--- config.mk ---
export PLATFORM = sky130hd
export DESIGN_NAME = control_packet_deframer_core
export DESIGN_NICKNAME = d
export VERILOG_FILES = /design/src/rtl/cpd_pkg.sv /design/src/rtl/cpd_controller.sv /design/src/rtl/cpd_datapath.sv /design/src/rtl/control_packet_deframer_core.sv
export SDC_FILE = /design/constraint.sdc
export NUM_CORES = 1
export LEC_CHECK = 0
export BUFFER_PORTS_ARGS = -buffer_cell sky130_fd_sc_hd__buf_2
export CAP_MARGIN = 15
export CORE_UTILIZATION = 42
export DETAILED_ROUTE_END_ITERATION = 8
export PLACE_DENSITY = 0.68
export REMOVE_ABC_BUFFERS = 1
export SLEW_MARGIN = 20
export SYNTH_ARGS = -nofsm -noshare
export SYNTH_HDL_FRONTEND = slang
export SYNTH_SLANG_ARGS = --single-unit
--- constraint.sdc ---
create_clock -name clock -period 7.6 [get_ports clock]
set_clock_uncertainty 0.15 [all_clocks]
set_input_delay 1.14 -clock clock [delete_from_list [all_inputs] [get_ports clock]]
set_output_delay 1.14 -clock clock [all_outputs]
set_load 0.02 [all_outputs]
--- src/rtl/cpd_pkg.sv ---
`default_nettype none

package cpd_pkg;

   // Packet geometry and framing constants.
   localparam int unsigned PACKET_BYTES = 19;
   localparam int unsigned FILL_WIDTH   = 5;
   localparam logic [7:0]  SYNC_BYTE    = 8'hC3;

   // Result status codes.
   localparam logic [1:0] STATUS_NEED_MORE = 2'd0;
   localparam logic [1:0] STATUS_ACCEPTED  = 2'd1;
   localparam logic [1:0] STATUS_RESYNCED  = 2'd2;
   localparam logic [1:0] STATUS_CLEARED   = 2'd3;

   // Commands from the controller to the datapath.
   typedef struct packed {
      logic write_byte;     // store the request byte and bump the fill count
      logic load_need_more; // publish a need-more result
      logic load_accept;    // publish the decoded packet and empty the window
      logic save_sum;       // capture the received checksum before shifting
      logic shift;          // drop the byte at position zero
      logic load_resync;    // drop position zero and publish a resync result
      logic load_clear;     // empty the window and publish a cleared result
   } cmd_type;

   // Status from the datapath to the controller.
   typedef struct packed {
      logic out_free;     // the result register can take a new result
      logic fill_is_last; // the next byte completes the window
      logic check_ok;     // checksum matches and header is the sync byte
      logic next_is_sync; // position one holds the sync byte
      logic fill_is_two;  // only two bytes remain in the window
   } stat_type;

endpackage

`default_nettype wire

--- src/rtl/cpd_controller.sv ---
`default_nettype none

module cpd_controller
   import cpd_pkg::*;
(
   input  wire logic     clock,
   input  wire logic     reset,
   input  wire logic     req_valid,
   output logic          req_stall,
   input  wire stat_type stat,
   output cmd_type       cmd
);

   localparam logic [1:0] ST_IDLE  = 2'd0;
   localparam logic [1:0] ST_EVAL  = 2'd1;
   localparam logic [1:0] ST_SHIFT = 2'd2;

   logic [1:0] state_ff;
   logic [1:0] state_in;
   logic       accept;

   // Requests are taken only while idle and the result register has room.
   assign req_stall = (state_ff != ST_IDLE) || !stat.out_free;
   assign accept    = req_valid && !req_stall;

   // Next state and datapath commands.
   always_comb begin
      state_in = state_ff;
      cmd      = '0;
      case (state_ff)
         ST_IDLE: begin
            if (accept) begin
               cmd.write_byte = 1'b1;
               if (stat.fill_is_last) begin
                  state_in = ST_EVAL;
               end else begin
                  cmd.load_need_more = 1'b1;
               end
            end
         end
         ST_EVAL: begin
            if (stat.check_ok) begin
               if (stat.out_free) begin
                  cmd.load_accept = 1'b1;
                  state_in        = ST_IDLE;
               end
            end else begin
               cmd.save_sum = 1'b1;
               state_in     = ST_SHIFT;
            end
         end
         ST_SHIFT: begin
            if (stat.next_is_sync) begin
               if (stat.out_free) begin
                  cmd.load_resync = 1'b1;
                  state_in        = ST_IDLE;
               end
            end else if (stat.fill_is_two) begin
               if (stat.out_free) begin
                  cmd.load_clear = 1'b1;
                  state_in       = ST_IDLE;
               end
            end else begin
               cmd.shift = 1'b1;
            end
         end
         default: begin
            state_in = ST_IDLE;
         end
      endcase
   end

   // State register.
   always_ff @(posedge clock) begin
      if (reset) begin
         state_ff <= ST_IDLE;
      end else begin
         state_ff <= state_in;
      end
   end

   // A full window is always evaluated right after the byte that filled it.
   assert property (@(posedge clock) disable iff (reset)
      (accept && stat.fill_is_last) |=> (state_ff == ST_EVAL))
      else $error("full window was not evaluated");

   // A shift is never issued from the idle state.
   assert property (@(posedge clock) disable iff (reset)
      cmd.shift |-> (state_ff == ST_SHIFT))
      else $error("shift issued outside the resync search");

   // Leaving the search always publishes a result.
   assert property (@(posedge clock) disable iff (reset)
      (state_ff == ST_SHIFT && state_in == ST_IDLE) |-> (cmd.load_resync || cmd.load_clear))
      else $error("resync search ended without a result");

endmodule

`default_nettype wire

--- src/rtl/cpd_datapath.sv ---
`default_nettype none

module cpd_datapath
   import cpd_pkg::*;
(
   input  wire logic        clock,
   input  wire logic        reset,
   input  wire logic [7:0]  req_rx_byte,
   input  wire cmd_type     cmd,
   output stat_type         stat,
   output logic             rsp_valid,
   input  wire logic        rsp_stall,
   output logic [1:0]       rsp_status,
   output logic [7:0]       rsp_header,
   output logic [15:0]      rsp_speed,
   output logic [31:0]      rsp_yaw_bits,
   output logic [31:0]      rsp_pitch_bits,
   output logic [31:0]      rsp_roll_bits,
   output logic [31:0]      rsp_rx_checksum,
   output logic [4:0]       rsp_bytes_held
);

   localparam logic [FILL_WIDTH-1:0] FILL_LAST = FILL_WIDTH'(PACKET_BYTES - 1);
   localparam logic [FILL_WIDTH-1:0] FILL_TWO  = FILL_WIDTH'(2);
   localparam logic [FILL_WIDTH-1:0] FILL_ONE  = FILL_WIDTH'(1);

   logic [7:0]            window_ff [PACKET_BYTES];
   logic [FILL_WIDTH-1:0] fill_ff;
   logic [FILL_WIDTH-1:0] fill_in;
   logic [31:0]           sum_ff;
   logic                  rsp_valid_ff;
   logic                  rsp_valid_in;
   logic [1:0]            status_ff;
   logic [7:0]            header_ff;
   logic [15:0]           speed_ff;
   logic [31:0]           yaw_ff;
   logic [31:0]           pitch_ff;
   logic [31:0]           roll_ff;
   logic [31:0]           checksum_ff;
   logic [4:0]            held_ff;

   logic [15:0] speed_word;
   logic [31:0] yaw_word;
   logic [31:0] pitch_word;
   logic [31:0] roll_word;
   logic [31:0] rx_word;
   logic [31:0] calc_word;
   logic        shift_now;
   logic        load_any;

   // Big-endian fields of the window at their fixed positions.
   assign speed_word = {window_ff[1], window_ff[2]};
   assign yaw_word   = {window_ff[3], window_ff[4], window_ff[5], window_ff[6]};
   assign pitch_word = {window_ff[7], window_ff[8], window_ff[9], window_ff[10]};
   assign roll_word  = {window_ff[11], window_ff[12], window_ff[13], window_ff[14]};
   assign rx_word    = {window_ff[15], window_ff[16], window_ff[17], window_ff[18]};
   assign calc_word  = {24'd0, window_ff[0]} ^ {16'd0, speed_word}
                     ^ yaw_word ^ pitch_word ^ roll_word;

   // Status back to the controller.
   assign stat.out_free     = !rsp_valid_ff || !rsp_stall;
   assign stat.fill_is_last = (fill_ff == FILL_LAST);
   assign stat.check_ok     = (calc_word == rx_word) && (window_ff[0] == SYNC_BYTE);
   assign stat.next_is_sync = (window_ff[1] == SYNC_BYTE);
   assign stat.fill_is_two  = (fill_ff == FILL_TWO);

   assign shift_now = cmd.shift || cmd.load_resync;
   assign load_any  = cmd.load_need_more || cmd.load_accept || cmd.load_resync
                    || cmd.load_clear;

   // Window storage: byte writes at the fill position, one-place shifts on resync.
   always_ff @(posedge clock) begin
      if (cmd.write_byte) begin
         window_ff[fill_ff] <= req_rx_byte;
      end else if (shift_now) begin
         for (int i = 0; i < PACKET_BYTES - 1; i++) begin
            window_ff[i] <= window_ff[i + 1];
         end
      end
   end

   // Fill count.
   always_comb begin
      fill_in = fill_ff;
      if (cmd.write_byte) begin
         fill_in = fill_ff + FILL_ONE;
      end else if (shift_now) begin
         fill_in = fill_ff - FILL_ONE;
      end else if (cmd.load_accept || cmd.load_clear) begin
         fill_in = '0;
      end
   end

   always_ff @(posedge clock) begin
      if (reset) begin
         fill_ff <= '0;
      end else begin
         fill_ff <= fill_in;
      end
   end

   // The received checksum is kept before the search shifts it away.
   always_ff @(posedge clock) begin
      if (cmd.save_sum) begin
         sum_ff <= rx_word;
      end
   end

   // Result register valid flag.
   assign rsp_valid_in = load_any || (rsp_valid_ff && rsp_stall);

   always_ff @(posedge clock) begin
      if (reset) begin
         rsp_valid_ff <= 1'b0;
      end else begin
         rsp_valid_ff <= rsp_valid_in;
      end
   end

   // Result payload.
   always_ff @(posedge clock) begin
      if (load_any) begin
         status_ff   <= STATUS_NEED_MORE;
         header_ff   <= '0;
         speed_ff    <= '0;
         yaw_ff      <= '0;
         pitch_ff    <= '0;
         roll_ff     <= '0;
         checksum_ff <= '0;
         held_ff     <= fill_in;
         if (cmd.load_accept) begin
            status_ff   <= STATUS_ACCEPTED;
            header_ff   <= window_ff[0];
            speed_ff    <= speed_word;
            yaw_ff      <= yaw_word;
            pitch_ff    <= pitch_word;
            roll_ff     <= roll_word;
            checksum_ff <= rx_word;
         end else if (cmd.load_resync) begin
            status_ff   <= STATUS_RESYNCED;
            checksum_ff <= sum_ff;
         end else if (cmd.load_clear) begin
            status_ff   <= STATUS_CLEARED;
            checksum_ff <= sum_ff;
         end
      end
   end

   assign rsp_valid       = rsp_valid_ff;
   assign rsp_status      = status_ff;
   assign rsp_header      = header_ff;
   assign rsp_speed       = speed_ff;
   assign rsp_yaw_bits    = yaw_ff;
   assign rsp_pitch_bits  = pitch_ff;
   assign rsp_roll_bits   = roll_ff;
   assign rsp_rx_checksum = checksum_ff;
   assign rsp_bytes_held  = held_ff;

   // The window never holds more than one packet.
   assert property (@(posedge clock) disable iff (reset)
      fill_ff <= FILL_WIDTH'(PACKET_BYTES))
      else $error("fill count beyond window size");

   // A plain shift only happens while more than two bytes remain.
   assert property (@(posedge clock) disable iff (reset)
      cmd.shift |-> (fill_ff > FILL_TWO))
      else $error("shift with too few bytes held");

   // Header, speed and angle fields stay zero unless a packet was accepted.
   assert property (@(posedge clock) disable iff (reset)
      (rsp_valid_ff && status_ff != STATUS_ACCEPTED) |-> (yaw_ff == '0 && header_ff == '0))
      else $error("payload nonzero on a non-accepted result");

   // A new result is never loaded over one that is still stalled.
   assert property (@(posedge clock) disable iff (reset)
      load_any |-> stat.out_free)
      else $error("result overwritten while stalled");

endmodule

`default_nettype wire

--- src/rtl/control_packet_deframer_core.sv ---
// A byte that does not complete the window gives its result in the cycle after acceptance.
// A completing byte is evaluated first: an accepted packet then gives its result, and a
// checksum or header failure starts a resync search that shifts the window one byte per cycle.
// Throughput: one byte per cycle while the window fills and the result has room; no request
// during evaluation or search. Reset clears the fill count and valid flag, not the window bytes.
`default_nettype none

module control_packet_deframer_core
   import cpd_pkg::*;
(
   input  wire logic        clock,
   input  wire logic        reset,
   input  wire logic        req_valid,
   output logic             req_stall,
   input  wire logic [7:0]  req_rx_byte,
   output logic             rsp_valid,
   input  wire logic        rsp_stall,
   output logic [1:0]       rsp_status,
   output logic [7:0]       rsp_header,
   output logic [15:0]      rsp_speed,
   output logic [31:0]      rsp_yaw_bits,
   output logic [31:0]      rsp_pitch_bits,
   output logic [31:0]      rsp_roll_bits,
   output logic [31:0]      rsp_rx_checksum,
   output logic [4:0]       rsp_bytes_held
);

   cmd_type  cmd;
   stat_type stat;

   // Sequencing of fill, evaluation and resync search.
   cpd_controller u_controller (
      .clock     (clock),
      .reset     (reset),
      .req_valid (req_valid),
      .req_stall (req_stall),
      .stat      (stat),
      .cmd       (cmd)
   );

   // Window, checksum logic and result register.
   cpd_datapath u_datapath (
      .clock           (clock),
      .reset           (reset),
      .req_rx_byte     (req_rx_byte),
      .cmd             (cmd),
      .stat            (stat),
      .rsp_valid       (rsp_valid),
      .rsp_stall       (rsp_stall),
      .rsp_status      (rsp_status),
      .rsp_header      (rsp_header),
      .rsp_speed       (rsp_speed),
      .rsp_yaw_bits    (rsp_yaw_bits),
      .rsp_pitch_bits  (rsp_pitch_bits),
      .rsp_roll_bits   (rsp_roll_bits),
      .rsp_rx_checksum (rsp_rx_checksum),
      .rsp_bytes_held  (rsp_bytes_held)
   );

endmodule

`default_nettype wire
# [Word-level counts from Yosys, hierarchy flattened]
# Memory sizes are Yosys's and may differ from the RTL's.
# Cells that the tools add are included.
[word_totals] reg_bits=199 ramBits=152 inputBits=12 out_inout_bits=161 elab_cells=84 n_memories=1
[classes] n_addsub=2 eq_ne=10 n_mux=36 bitwise_logic=4 n_reduce_logical=19
[memory_table] memory="u_datapath.window_ff" words=19 word_bits=8 rd=19 rd_ports_with_merged_regs=0 write_ports=18 line_no="cpd_datapath.sv:27" text="logic [7:0] window_ff [PACKET_BYTES];"
[op_table] op="32-bit 2-to-1 mux" count=3
[op_table] op="32-bit bitwise XOR" count=3
[op_table] op="32-bit == test" count=1
[op_table] op="2-bit 2-to-1 mux" count=11
[op_table] op="5-bit 2-to-1 mux" count=4
[op_table] op="8-bit == test, second input constant" count=2
[op_table] op="8-bit by 16-bit bitwise XOR with 16-bit output" count=1
[op_table] op="1-bit 2-to-1 mux" count=15
[op_table] op="1-bit logical OR" count=8
[op_table] op="8-bit 2-to-1 mux" count=1
[op_table] op="8-bit OR reduction" count=1
[op_table] op="2-bit case mux with 3 select lines" count=1
[op_table] op="5-bit by 1-bit adder with 5-bit output, second input constant" count=1
[op_table] op="5-bit by 2-bit == test with 1-bit output, second input constant" count=1
[op_table] op="5-bit == test, second input constant" count=1
[op_table] op="5-bit by 1-bit subtractor with 5-bit output, second input constant" count=1
[op_table] op="1-bit logical NOT" count=4
[op_table] op="1-bit logical AND" count=3
[op_table] op="3-bit 2-to-1 mux" count=1
[op_table] op="3-bit != test, second input constant" count=1
[op_table] op="3-bit AND reduction" count=1
[op_table] op="2-bit by 1-bit == test with 1-bit output, second input constant" count=1
[op_table] op="2-bit == test, second input constant" count=1
[op_table] op="2-bit logical NOT" count=1
[op_table] op="3 further kinds" count=3

# [Depth between registers and ports, before layout]
# An unclocked memory read counts as a cell.
[depth] ltp_word=13 ltp_mapped=11 mapped_depth_nobuf=8

# [Hierarchy]
# From an unflattened synthesis, not the netlist that was laid out.
[hier_totals] cells_unflattened=1079 hier_area_um2=14647.8
[modules_own_cells] module="cpd_datapath" instances=1 cells_per_inst=1059 area_each_um2=14478.9
[modules_own_cells] module="cpd_controller" instances=1 cells_per_inst=20 area_each_um2=168.9

# [Worst setup path before layout]
# OpenSTA, ideal clock, no wires.
[synth_timing] path_kind="reg2reg" startpoint="memory u_datapath.window_ff[18][4]" endpoint="register u_datapath.held_ff[0], in the netlist u_datapath.rsp_bytes_held[0] (enable)" arrival_time_ns=5.619 t_required_ns=6.922 setup_slack_ns=1.303 stages_incl_launch_ff=8 n_path_buf=1 path_cell_list="edfxtp_1 xnor2_1 xnor3_1 nor4_1 nand4_1 nor4_4 buf_4 or3_1"
[synth_lines] item="start: declaration" line_no="cpd_datapath.sv:27"
[synth_lines] item="end signal: assignment" line_no="cpd_datapath.sv:130" text="held_ff <= fill_in;"
[synth_lines] item="end: declaration" line_no="cpd_datapath.sv:40" text="logic [4:0] held_ff;"

==> impl_results.md <==
- Normalized max-slew margin: 25.6%
- Post-synth top area cell: edfxtp_1
- Worst setup path start: u_datapath.window_ff[1][7]
- CTS root buf: clkbuf_16
- Pint: around 3.4 mW
- Avg Inst Size Synth: 15.5 um^2
- HP Class: reg -> reg
- Crit-path leading delay family: simple AND/OR/NAND/NOR gates
- Die Width: approximately 190 um
- Clk slew on worst S/H paths: approximately 0.060 ns
- Period utilization: between 50% and 60%
- Residual DRC: 0
- Crit start category: flop
- CTS H-tree depth: 2
- Power Density: 260 nW/um^2
- Antenna diodes: 0
- Input/output buffers: 172
- First-pass GRT wire length: 50.8 mm
- Status: finished, final reports clean
- WP data arrival: 4.36 ns
- Worst R2R Setup Slack: 3.44 ns
- Top cells by area, synth: edfxtp_1 70%, a21o_1 7.3%, and2_1 5.3%
- Req. time, crit path: 7.81 ns
- Num ports: approximately 170
- Crit-path cells: xnor3_1 -> xnor2_1 -> nor4_1 -> nand4_1 -> nor4_4 -> buf_4 -> buf_4 -> and2_1
- Die footprint: between 30000 and 40000 um^2
- First-iteration detailed-routing DRC count: 1010
- Vias/cell: 5.32
- Max Freq: about 240 MHz
- Number of synthesized flops with an enable pin: 343
- Layout cells sized above 1: between 20% and 30%
- Site Rows: 68
- Clk sinks: about 350
- Top cells by count, synth: 343 x edfxtp_1, 144 x a21o_1, 125 x and2_1
- Antenna violations before repair: 0
- Most used cell, CP: buf_4
- CP Buf/Inv Count: 2
- Final hold violation count: 0
- Synth Flop Type: edfxtp_1
- Crit end category: flop
- Peak supply drop: roughly 0.14 mV
- Post-Syn Area: 14800 um^2
- Finished Cell Area: 17200 um^2
- CTS buffer count: 37
- Core Footprint: roughly 35000 um^2
- Part of the power in registers: 52.2%
- Remaining Overflow, GRT: 0
- Count leader, synth: edfxtp_1
- Static leakage: ~6.9 nW
- Reg2reg start: u_datapath.window_ff[1][7]
- Layout fillers: 2949
- Number of global-route vias before repair: 8173
- CP peak stage delay: 0.75 ns
- Gr usage total: between 10% and 20%
- P&R area growth vs syn: 16.0%
- Yosys cell types: 47
- Placed cell areas: about 16000 um^2
- Detail Placement HPWL: 23.6 mm
- Fin nets: 1131
- DR vias: 8494
- Antenna Nets Post-Route: 0
- Combinational power share: between 10 and 15%
- Largest net degree at the start of global routing: 104
- Worst Tran Pin Value: around 1.1 ns
- Cell count after synthesis: 952
- Ys async rst share: 0%
- DRT Pass-1 Iters: 6
- Worst Hold Launch: u_datapath.window_ff[16][1]
- Dpl ws: roughly 3.3 ns
- Avg WL per Cell: 21.5 um
- Sw power: approximately 1.1 mW
- Seq/Total Area, Yosys: between 70% and 80%
- Unrepaired setup endpoints after global routing: false
- Starting Density: 42.7%
- Setup WS post-layout: 3.44 ns
- Post-CTS Setup Inserts: 0
- Clock power frac: between 30% and 40%
- CTS max path bufs: 3
- #FFs+latches synth: 351
- Cts hold-fix bufs: 0
- Clock latency on the worst-skew pair: roughly 0.51 ns
- Crit-path slowest cell: buf_4
- Syn. warnings: 0
- Min cycle time layout: between 4 and 5 ns
- PostCTS Resize Cnt: 0
- Gpl congestion: 0.871
- Slew Viols, Final: 0
- Die Y: 190 um
- Final wirelength: about 34 mm
- Util after Layout: 49.5%
- Switching Share: 24.3%
- CTS tree: done
- Max Cap Viol: 0
- Crit Path Class: reg -> reg
- Critical Path Fanout Max: approximately 100
- Yosys top cell area share: 69.7%
- Setup violators final: 0
[power by group through the flow]
stage	Sequential (mW)	Combinational, mW	Clock, mW
after floorplan	2.46	0.207	0
after global placement	2.37	0.448	0
after detailed placement	2.37	0.456	0
after CTS	2.33	0.457	1.70
after global routing	2.34	0.488	1.77
final	2.33	0.457	1.67
[cells by family (layout without fill, tap and decap cells)]
| logic type | after synthesis | count (layout) | synth area share, % |
|---|---|---|---|
| flip-flops | 351 | 351 | 70.7 |
| other | 1 | 4 | 0.0254 |
| AO/OA/AOI/OAI | 212 | 212 | 10.9 |
| buffers and inverters | 63 | 249 | 1.83 |
| XOR/XNOR | 104 | 104 | 7.65 |
| AND/OR/NAND/NOR | 218 | 218 | 8.64 |
| adder cells (fa/ha/maj) | 3 | 3 | 0.254 |
[worst paths after layout]
check / end / depth (start not counted)
max: u_datapath.rsp_speed[8] / 8
min: u_datapath.sum_ff[17] / 0
min reg2reg: u_datapath.sum_ff[17] / 0
max reg2reg: u_datapath.rsp_speed[8] / 8
[state kept, by name, summed over array words and instances (netlist names)]
register,count
u_datapath.rsp_pitch_bits,32
u_datapath.rsp_bytes_held,5
u_datapath.rsp_roll_bits,32
u_datapath.rsp_valid,1
u_datapath.rsp_header,8
u_datapath.sum_ff,32
u_controller.state_ff,2
u_datapath.window_ff,152
u_datapath.rsp_status,2
u_datapath.fill_ff,5
u_datapath.rsp_rx_checksum,32
u_datapath.rsp_yaw_bits,32
u_datapath.rsp_speed,16
[metrics by stage]
| stage | power, mW | std cells | TNS (ns) | hold WS (ns) |
|---|---|---|---|---|
| after floorplan | 2.66 | 897 | -144.89 | 0.344 |
| after global placement | 2.82 | 1532 | 0 | 0.375 |
| after detailed placement | 2.82 | 1532 | 0 | 0.379 |
| after CTS | 4.48 | 1596 | 0 | 0.391 |
| after global routing | 4.59 | 1596 | 0 | 0.401 |
| final | 4.46 | 1596 | 0 | 0.388 |
[metal layers]
metal | GRT usage (%) | routed length (um) | up-vias
met5 | 0 | 0 | -
met4 | 5.52 | 726 | 0
li1 | - | - | 3871
met1 | 27.8 | 15300 | 4193
met2 | 28.7 | 15600 | 380
met3 | 3.54 | 2760 | 50
[layout by cell type (no fill, tap or decap), drive strengths merged, types with 2 or more instances in the layout]
| master | Yosys | final |
|---|---|---|
| buf | 23 | 180 |
| dfxtp | 8 | 8 |
| and2 | 125 | 125 |
| a21oi | 5 | 5 |
| o21a | 3 | 3 |
| nor4 | 13 | 13 |
| o21ai | 6 | 6 |
| o32ai | 2 | 2 |
| inv | 5 | 5 |
| clkbuf | 35 | 43 |
| xnor3 | 16 | 16 |
| bufinv | 0 | 2 |
| nor2 | 30 | 30 |
| o22ai | 7 | 7 |
| or4bb | 2 | 2 |
| conb | 1 | 4 |
| nor2b | 5 | 5 |
| nand2b | 3 | 3 |
| edfxtp | 343 | 343 |
| nor4b | 3 | 3 |
| o2111ai | 2 | 2 |
| a22o | 32 | 32 |
| xnor2 | 64 | 64 |
| a21o | 144 | 144 |
| ha | 3 | 3 |
| xor2 | 24 | 24 |
| a31oi | 3 | 3 |
| nand4 | 4 | 4 |
| nand3 | 7 | 7 |
| clkinv | 0 | 18 |
| nor3 | 5 | 5 |
| nand2 | 15 | 15 |
[cell type report]
| class | instances | area (um^2) | area share [%] |
|---|---|---|---|
| multi-input combinational | 541 | 4090 | 23.8 |
| clock inverter | 21 | 148 | 0.861 |
| clock buffer | 43 | 948 | 5.53 |
| timing repair buffer | 180 | 921 | 5.37 |
| inverter | 5 | 18.8 | 0.109 |
| sequential | 351 | 10500 | 61.0 |
| tap | 455 | 569 | 3.32 |
Note: power is estimated with default switching activity, not from simulation.
